$ cat src/sv/rlf_pkg.sv
// Package for the radial linear falloff field block.
// Widths, register codes, payload structs and pipeline constants.
// No dependencies.
package rlf_pkg;

    localparam int COORD_BITS = 24;
    localparam int GAIN_BITS  = 16;
    localparam int ZD_W       = 26;
    localparam int OUT_W      = 15;
    localparam int DEPTH_W    = 16;
    localparam int NUM_GAINS  = 5;

    localparam int DIFF_W  = COORD_BITS;
    localparam int SQR_W   = 2 * DIFF_W;
    localparam int RAD_W   = SQR_W + 2;
    localparam int ROOT_W  = RAD_W / 2;
    localparam int REM_W   = ROOT_W + 2;
    localparam int MAN_W   = DIFF_W + 2;
    localparam int DIST_W  = (ROOT_W > MAN_W) ? ROOT_W : MAN_W;
    localparam int SPAN_W  = ((DIST_W > ZD_W) ? DIST_W : ZD_W) + 1;
    localparam int PROD_W  = GAIN_BITS + SPAN_W;
    localparam int NUM_W   = PROD_W - 1;
    localparam int Q_W     = OUT_W + 1;
    localparam int DIV_W   = NUM_W + Q_W;

    localparam int SQ_PER    = 5;
    localparam int SQ_STAGES = (ROOT_W + SQ_PER - 1) / SQ_PER;
    localparam int DV_PER    = 4;
    localparam int DV_STAGES = (Q_W + DV_PER - 1) / DV_PER;

    localparam int ADDR_W = 6;
    localparam int DATA_W = 64;

    localparam logic [OUT_W-1:0] OUT_MAX  = '1;
    localparam logic [ZD_W-1:0]  ZD_RESET = ZD_W'(256);

    typedef enum logic [2:0] {
        REG_MODE,
        REG_CENTER_X,
        REG_CENTER_Y,
        REG_CENTER_Z,
        REG_ZERO_DIST,
        REG_VEL_GAINS,
        REG_SCALAR_GAINS,
        REG_DEPTH
    } t_reg_idx;

    typedef struct packed {
        logic signed [COORD_BITS-1:0] query_x;
        logic signed [COORD_BITS-1:0] query_y;
        logic signed [COORD_BITS-1:0] query_z;
    } t_query;

    typedef struct packed {
        logic [OUT_W-1:0]   vel_u;
        logic [OUT_W-1:0]   vel_v;
        logic [OUT_W-1:0]   temperature;
        logic [OUT_W-1:0]   salinity;
        logic [OUT_W-1:0]   dye_level;
        logic [DEPTH_W-1:0] depth_out;
    } t_result;

    typedef struct packed {
        logic             vld;
        logic [MAN_W-1:0] man;
    } t_sq_side;

endpackage

$ cat src/sv/rlf_dist.sv
// Front end: absolute coordinate differences, squares, Manhattan sum, radicand.
// Three register stages. Depends on rlf_pkg.
module rlf_dist import rlf_pkg::*; (
    input  logic                         i_clk,
    input  logic                         i_rst_n,
    input  logic                         i_en,
    input  logic                         i_vld,
    input  t_query                       i_query,
    input  logic signed [COORD_BITS-1:0] i_center_x,
    input  logic signed [COORD_BITS-1:0] i_center_y,
    input  logic signed [COORD_BITS-1:0] i_center_z,
    output logic                         o_vld,
    output logic [RAD_W-1:0]             o_rad,
    output logic [MAN_W-1:0]             o_man
);

    logic [2:0]            r_vld;
    logic [DIFF_W-1:0]     r_d [3];
    logic [DIFF_W-1:0]     n_d [3];
    logic [SQR_W-1:0]      r_sq [3];
    logic [MAN_W-1:0]      r_man2;
    logic [MAN_W-1:0]      r_man3;
    logic [RAD_W-1:0]      r_rad;
    logic signed [COORD_BITS:0] q_e [3];
    logic signed [COORD_BITS:0] c_e [3];
    logic signed [COORD_BITS:0] dif [3];

    always_comb begin
        q_e[0] = i_query.query_x;
        q_e[1] = i_query.query_y;
        q_e[2] = i_query.query_z;
        c_e[0] = i_center_x;
        c_e[1] = i_center_y;
        c_e[2] = i_center_z;
        for (int k = 0; k < 3; k++) begin
            dif[k] = q_e[k] - c_e[k];
            n_d[k] = DIFF_W'(dif[k][COORD_BITS] ? -dif[k] : dif[k]);
        end
    end

    always_ff @(posedge i_clk) begin
        if (!i_rst_n) begin
            r_vld <= '0;
        end else if (i_en) begin
            r_vld <= {r_vld[1:0], i_vld};
        end
    end

    always_ff @(posedge i_clk) begin
        if (i_en) begin
            for (int k = 0; k < 3; k++) begin
                r_d[k]  <= n_d[k];
                r_sq[k] <= SQR_W'(r_d[k]) * SQR_W'(r_d[k]);
            end
            r_man2 <= MAN_W'(r_d[0]) + MAN_W'(r_d[1]) + MAN_W'(r_d[2]);
            r_man3 <= r_man2;
            r_rad  <= RAD_W'(r_sq[0]) + RAD_W'(r_sq[1]) + RAD_W'(r_sq[2]);
        end
    end

    assign o_vld = r_vld[2];
    assign o_rad = r_rad;
    assign o_man = r_man3;

    a_vld_enter: assert property (@(posedge i_clk) disable iff (!i_rst_n)
        i_en && i_vld |=> r_vld[0])
        else $error("accepted transfer did not enter the front end");

endmodule

$ cat config.mk
export PLATFORM = sky130hd
export DESIGN_NAME = rlf_dist
export DESIGN_NICKNAME = d
export VERILOG_FILES = /design/src/sv/rlf_pkg.sv /design/src/sv/rlf_dist.sv
export SDC_FILE = /design/constraint.sdc
export NUM_CORES = 2
export LEC_CHECK = 0
export BUFFER_PORTS_ARGS = -buffer_cell sky130_fd_sc_hd__buf_2
export CORE_UTILIZATION = 54
export DETAILED_ROUTE_END_ITERATION = 10
export PLACE_DENSITY = 0.8
export SYNTH_ARGS = -nofsm -noshare
export SYNTH_HDL_FRONTEND = slang
export SYNTH_SLANG_ARGS = --single-unit
export TNS_END_PERCENT = 10
$ cat constraint.sdc
create_clock -name i_clk -period 7.39 [get_ports i_clk]
set_input_delay 1.478 -clock i_clk [delete_from_list [all_inputs] [get_ports i_clk]]
set_output_delay 1.478 -clock i_clk [all_outputs]
set_load 0.01 [all_outputs]
Word-level counts from Yosys, hierarchy flattened:

Memory sizes are Yosys's and may differ from the RTL's.
Index checks and enable logic that the tools add are counted.

* logic and storage cells: 24
* memories kept: 2
* flip-flop bits (word level): 105
* ROM bits: 0
* output and inout bits: 77
* bits in writable memories: 216
* bits in latches: 0

Memories
* r_sq: words 3, width 48, read ports 3, clocked after memory_dff 0, wr ports 3, RTL line rlf_dist.sv:20 `logic [SQR_W-1:0] r_sq [3];`
* r_d: words 3, width 24, read ports 3, clocked after memory_dff 0, wr ports 3, RTL line rlf_dist.sv:18 `logic [DIFF_W-1:0] r_d [3];`

* bitwise gates (word level): 0
* equality and inequality tests: 0
* muxes and demuxes: 5
* shift operators: 0
* magnitude comparators: 0
* div/mod/pow operators: 0
* multiply operators: 3
* reduce and logical (&&, ||, !) cells: 0
* add/subtract/negate cells: 10

Operator list (count)
* multiplier 24 x 24 -> 48 bit: 3
* subtractor 24 x 24 -> 25 bit: 3
* two-way mux 24 bit: 3
* negation 24 bit: 3
* adder 49 x 48 -> 50 bit: 1
* adder 48 x 48 -> 49 bit: 1
* adder 25 x 24 -> 26 bit: 1
* adder 24 x 24 -> 25 bit: 1
* two-way mux 1 bit: 2

Longest topological paths before layout:

* depth in word-level cells: 3
* gate-level depth with buffers: 29
* gate-level depth less buffers: 28

Least setup slack after synthesis:

OpenSTA, ideal clock, no wires.

* path kind: register to register
* start point: mem r_d[0][2] (netlist name)
* end point: mem r_sq[0][45] (netlist name), data pin
* path buffers: 1
* slack: -0.101 ns
* required time: 7.128 ns
* clock period less this slack: 7.491 ns
* cell stages (with the launch flop): 29
* setup time: 0.262 ns
* data arrival time: 7.229 ns
* cells stage by stage: edfxtp_1 > clkbuf_1 > nand2_1 > fa_1 > inv_1 > fa_1 > inv_1 > fa_1 > inv_1 > fa_1 > inv_1 > fa_1 > inv_1 > fa_1 > inv_1 > fa_1 > inv_1 > ha_1 > a21oi_2 > o21ai_0 > a221oi_1 > a311oi_2 > o311a_1 > o22a_1 > a211oi_2 > o31ai_1 > a221oi_2 > o21ai_1 > xor2_1

RTL lines (RTL line)
* start: declaration: rlf_dist.sv:18
* end: declaration: rlf_dist.sv:20

==> metrics.md <==
| Metric | Value |
|---|---|
| Post-synth cell types | `100` |
| NumNets Final | `around 9600` |
| Vias in the first global route | `~53000` |
| Failing checks | `negative setup slack` |
| Post-synth EDFFs | `~320` |
| Metal-1 WL | `roughly 70000 microns` |
| Clk pin slew, worst setup/hold paths | `roughly 0.06 ns` |
| Crit. End Element | `register` |
| Slew @ Worst Pin | `between 0.9 and 1 ns` |
| Placed Cells | `between 9000 and 10000` |
| Core Footprint | `126000 sq um` |
| GRT Total Usage | `about 28%` |
| Most frequent cell after synthesis | `inv_1` |
| Die width | `~360 microns` |
| Final Routed Wirelength | `approximately 170000 microns` |
| Hold-fix buffers, CTS | `0` |
| Critical path peak fanout | `13` |
| Std-Cell Rows | `130` |
| Top Ports | `~230` |
| Crit path time final | `between 7 and 8 ns` |
| Mean Syn Cell Area | `between 9 and 10 sq um` |
| Total gr overflow | `0` |
| Worst EP arrival | `around 7.8 ns` |
| Fin worst setup slack | `-0.0153 ns` |
| Main flop type after synthesis | `edfxtp_1` |
| Top cells by area, synth | `fa_1 39%, edfxtp_1 14%, ha_1 12%, inv_1 11%, nand2_1 3.2%` |
| Share of cells above drive strength 1 | `9.20%` |
| Final setup fails | `1` |
| Detailed-placement wirelength estimate | `about 150000 microns` |
| Post-synth top cells | `1915 x inv_1, 1343 x fa_1, 668 x ha_1` |
| Unrepaired setup endpoints after global routing | `true` |
| Final cell count without fillers | `slightly above 9000` |
| HP Class | `reg -> reg` |
| Starting density of the core | `between 50 and 60%` |
| Sequential share of the synthesized area | `between 10% and 20%` |
| Async S/R FF share, synth | `0%` |
| Area leader, netlist | `fa_1` |
| Height of the die | `between 300 and 400 microns` |
| WL met3 | `approximately 15000 microns` |
| Starting DRT DRC Count | `between 3000 and 4000` |
| Worst skew pair latency | `between 0.6 and 0.7 ns` |
| Max-slew violations | `0` |
| CTS sink count | `around 320` |
| Synth top area share | `39.3%` |
| Routed WL per cell | `19.1 microns` |
| Status | `finished, violations left` |
| Via density | `around 5.5` |
| Final-report hold violation count | `0` |
| Register Area | `roughly 9500 sq um` |
| Post-Syn Instances | `7078` |
| Largest net degree at the start of global routing | `around 140` |
| Detailed-route DRC error count | `0` |
| Root Buffer | `clkbuf_16` |
| Synth Cell Area | `just under 70000 sq um` |
| Initial antenna violation count | `13` |
| CP startpoint kind | `register` |
| Drt pass-1 iters | `6` |
| Htree depth | `2` |
| Filler cells | `a little over 10000` |
| Clock Tree Buf Depth | `3` |
| P&R area growth vs syn | `9.86%` |
| Maxcap violations | `0` |
| Required @ worst endpoint | `approximately 7.7 ns` |
| Final antenna-violating net count | `0` |
| Met2 Wirelength | `84800 microns` |
| GPL Wtd Cong | `0.963` |
| Worst r2r path cells | `25` |
| Port Buf Inserts | `between 200 and 250` |
| Area of the multi-input gates | `just over 50000 sq um` |
| Worst Skew | `0.0236 ns` |
| First-pass GRT wire length | `279000 microns` |
| Yosys synthesis warning count | `0` |
| R2R Setup Slk | `-0.02 ns` |
| Total die area | `between 100000 and 150000 sq um` |
| FMAX | `135 MHz` |
| CP Class | `reg -> reg` |
| Final worst path period share | `100%` |
| Top sig layer | `met4` |
| Synth Register Bits | `about 320` |
| CTS tree | `built` |
| Num CTS Buffers | `42` |
| Slew headroom | `34.7%` |
| Hold Path Depth | `0` |
| Vias post-DR | `49700` |
[cells by family after synthesis]
| group | synth area share (%) |
|---|---|
| xor+xnor | 4.30 |
| flops | 13.9 |
| mux | 0.296 |
| fa+ha+maj | 51.5 |
| other cells | 0.00548 |
| simple gates | 10.5 |
| buf+inv | 11.6 |
| compound gates | 7.87 |
[routing by layer]
layer	up-vias	global-route usage, %
met5	-	0
li1	22400	-
met2	1951	47.2
met4	0	10.3
met1	25000	36.1
met3	369	5.08
[registers in the layout, summed over array words and instances, names as in the netlist]
signal and cells:
r_man2 26, r_sq 141, o_rad 50, r_vld 3, o_man 26, r_d 72
[stage by stage]
stage	setup slack, ns	area, sq um	hold slack [ns]	TNS (ns)	utilization, %
6_report	-0.0153	75100	0.417	-0.0153	59.8
3_5_place_dp	-0.185	73000	0.405	-0.981	58.2
3_3_place_gp	-0.111	73000	0.403	-0.175	58.2
5_1_grt	-0.263	75100	0.432	-3.17	59.8
4_1_cts	0.000949	74500	0.420	0	59.4
2_1_floorplan	-0.00237	68400	0.400	-0.00237	-
[cell usage in the layout (no fill, tap or decap), types with 14 or more instances in the layout]
cell       count
nand4_1       35
nor2_1       213
a21oi_1      258
nor3_1        35
a21o_1       124
o21bai_1      43
buf_4        224
nand2b_1      34
o21ai_0      112
buf_12        29
buf_6         23
ha_1         661
o21a_1        46
a21oi_2       14
and2_1       332
inv_1       1913
fa_1        1339
clkbuf_16     44
edfxtp_1     315
nand2_1      586
nor2b_1       59
nand3_1       46
a211oi_1      16
o211ai_1      19
and3_1        28
a31oi_1       34
xnor2_1      224
buf_2        223
xor2_1       110
[layout make-up]
class                   count  area share, %
multi-input cells        4654           68.3
flip-flops and latches    318           12.7
diodes                      2        0.00666
clock buffers              44           1.44
clock inverters            32          0.391
inverters                1915           9.58
repair buffers            502           4.91
well taps                1650           2.75
[path summary, 6_finish.rpt]
path | from | to
worst min-delay path | r_man2[20]$_DFFE_PP_ | o_man[20]$_DFFE_PP_
worst max-delay path | r_d[0][1]$_DFFE_PP_ | r_sq[0][36]$_DFFE_PP_
worst min register to register | r_man2[20]$_DFFE_PP_ | o_man[20]$_DFFE_PP_
worst max register to register | r_d[0][1]$_DFFE_PP_ | r_sq[0][36]$_DFFE_PP_
[worst max-delay path, stage by stage (launching register included)]
cell,delay [ns]
edfxtp_1,0.34
buf_4,0.20
buf_4,0.25
and2_1,0.20
inv_1,0.06
fa_1,0.47
fa_1,0.56
inv_1,0.06
fa_1,0.53
ha_1,0.14
inv_1,0.05
fa_1,0.47
inv_1,0.05
fa_1,0.57
fa_1,0.45
ha_1,0.33
buf_4,0.17
a21o_1,0.15
a21oi_1,0.31
o221ai_2,0.15
a221oi_2,0.42
o21ai_1,0.19
a31o_1,0.26
a311o_1,0.39
a221oi_2,0.24
xnor2_1,0.11
[what timing repair did]
action | CTS | global route
gates cloned | 0 | 1
buffers inserted | 9 | 22
setup endpoints to repair | 12 | 46
gates resized for setup | 14 | 94
pin swaps | 3 | 34
hold endpoints to repair | 0 | 0
Power is left out: the tool's default activity adds up to more than one toggle a clock period on the data nets, which glitch-free logic cannot reach.
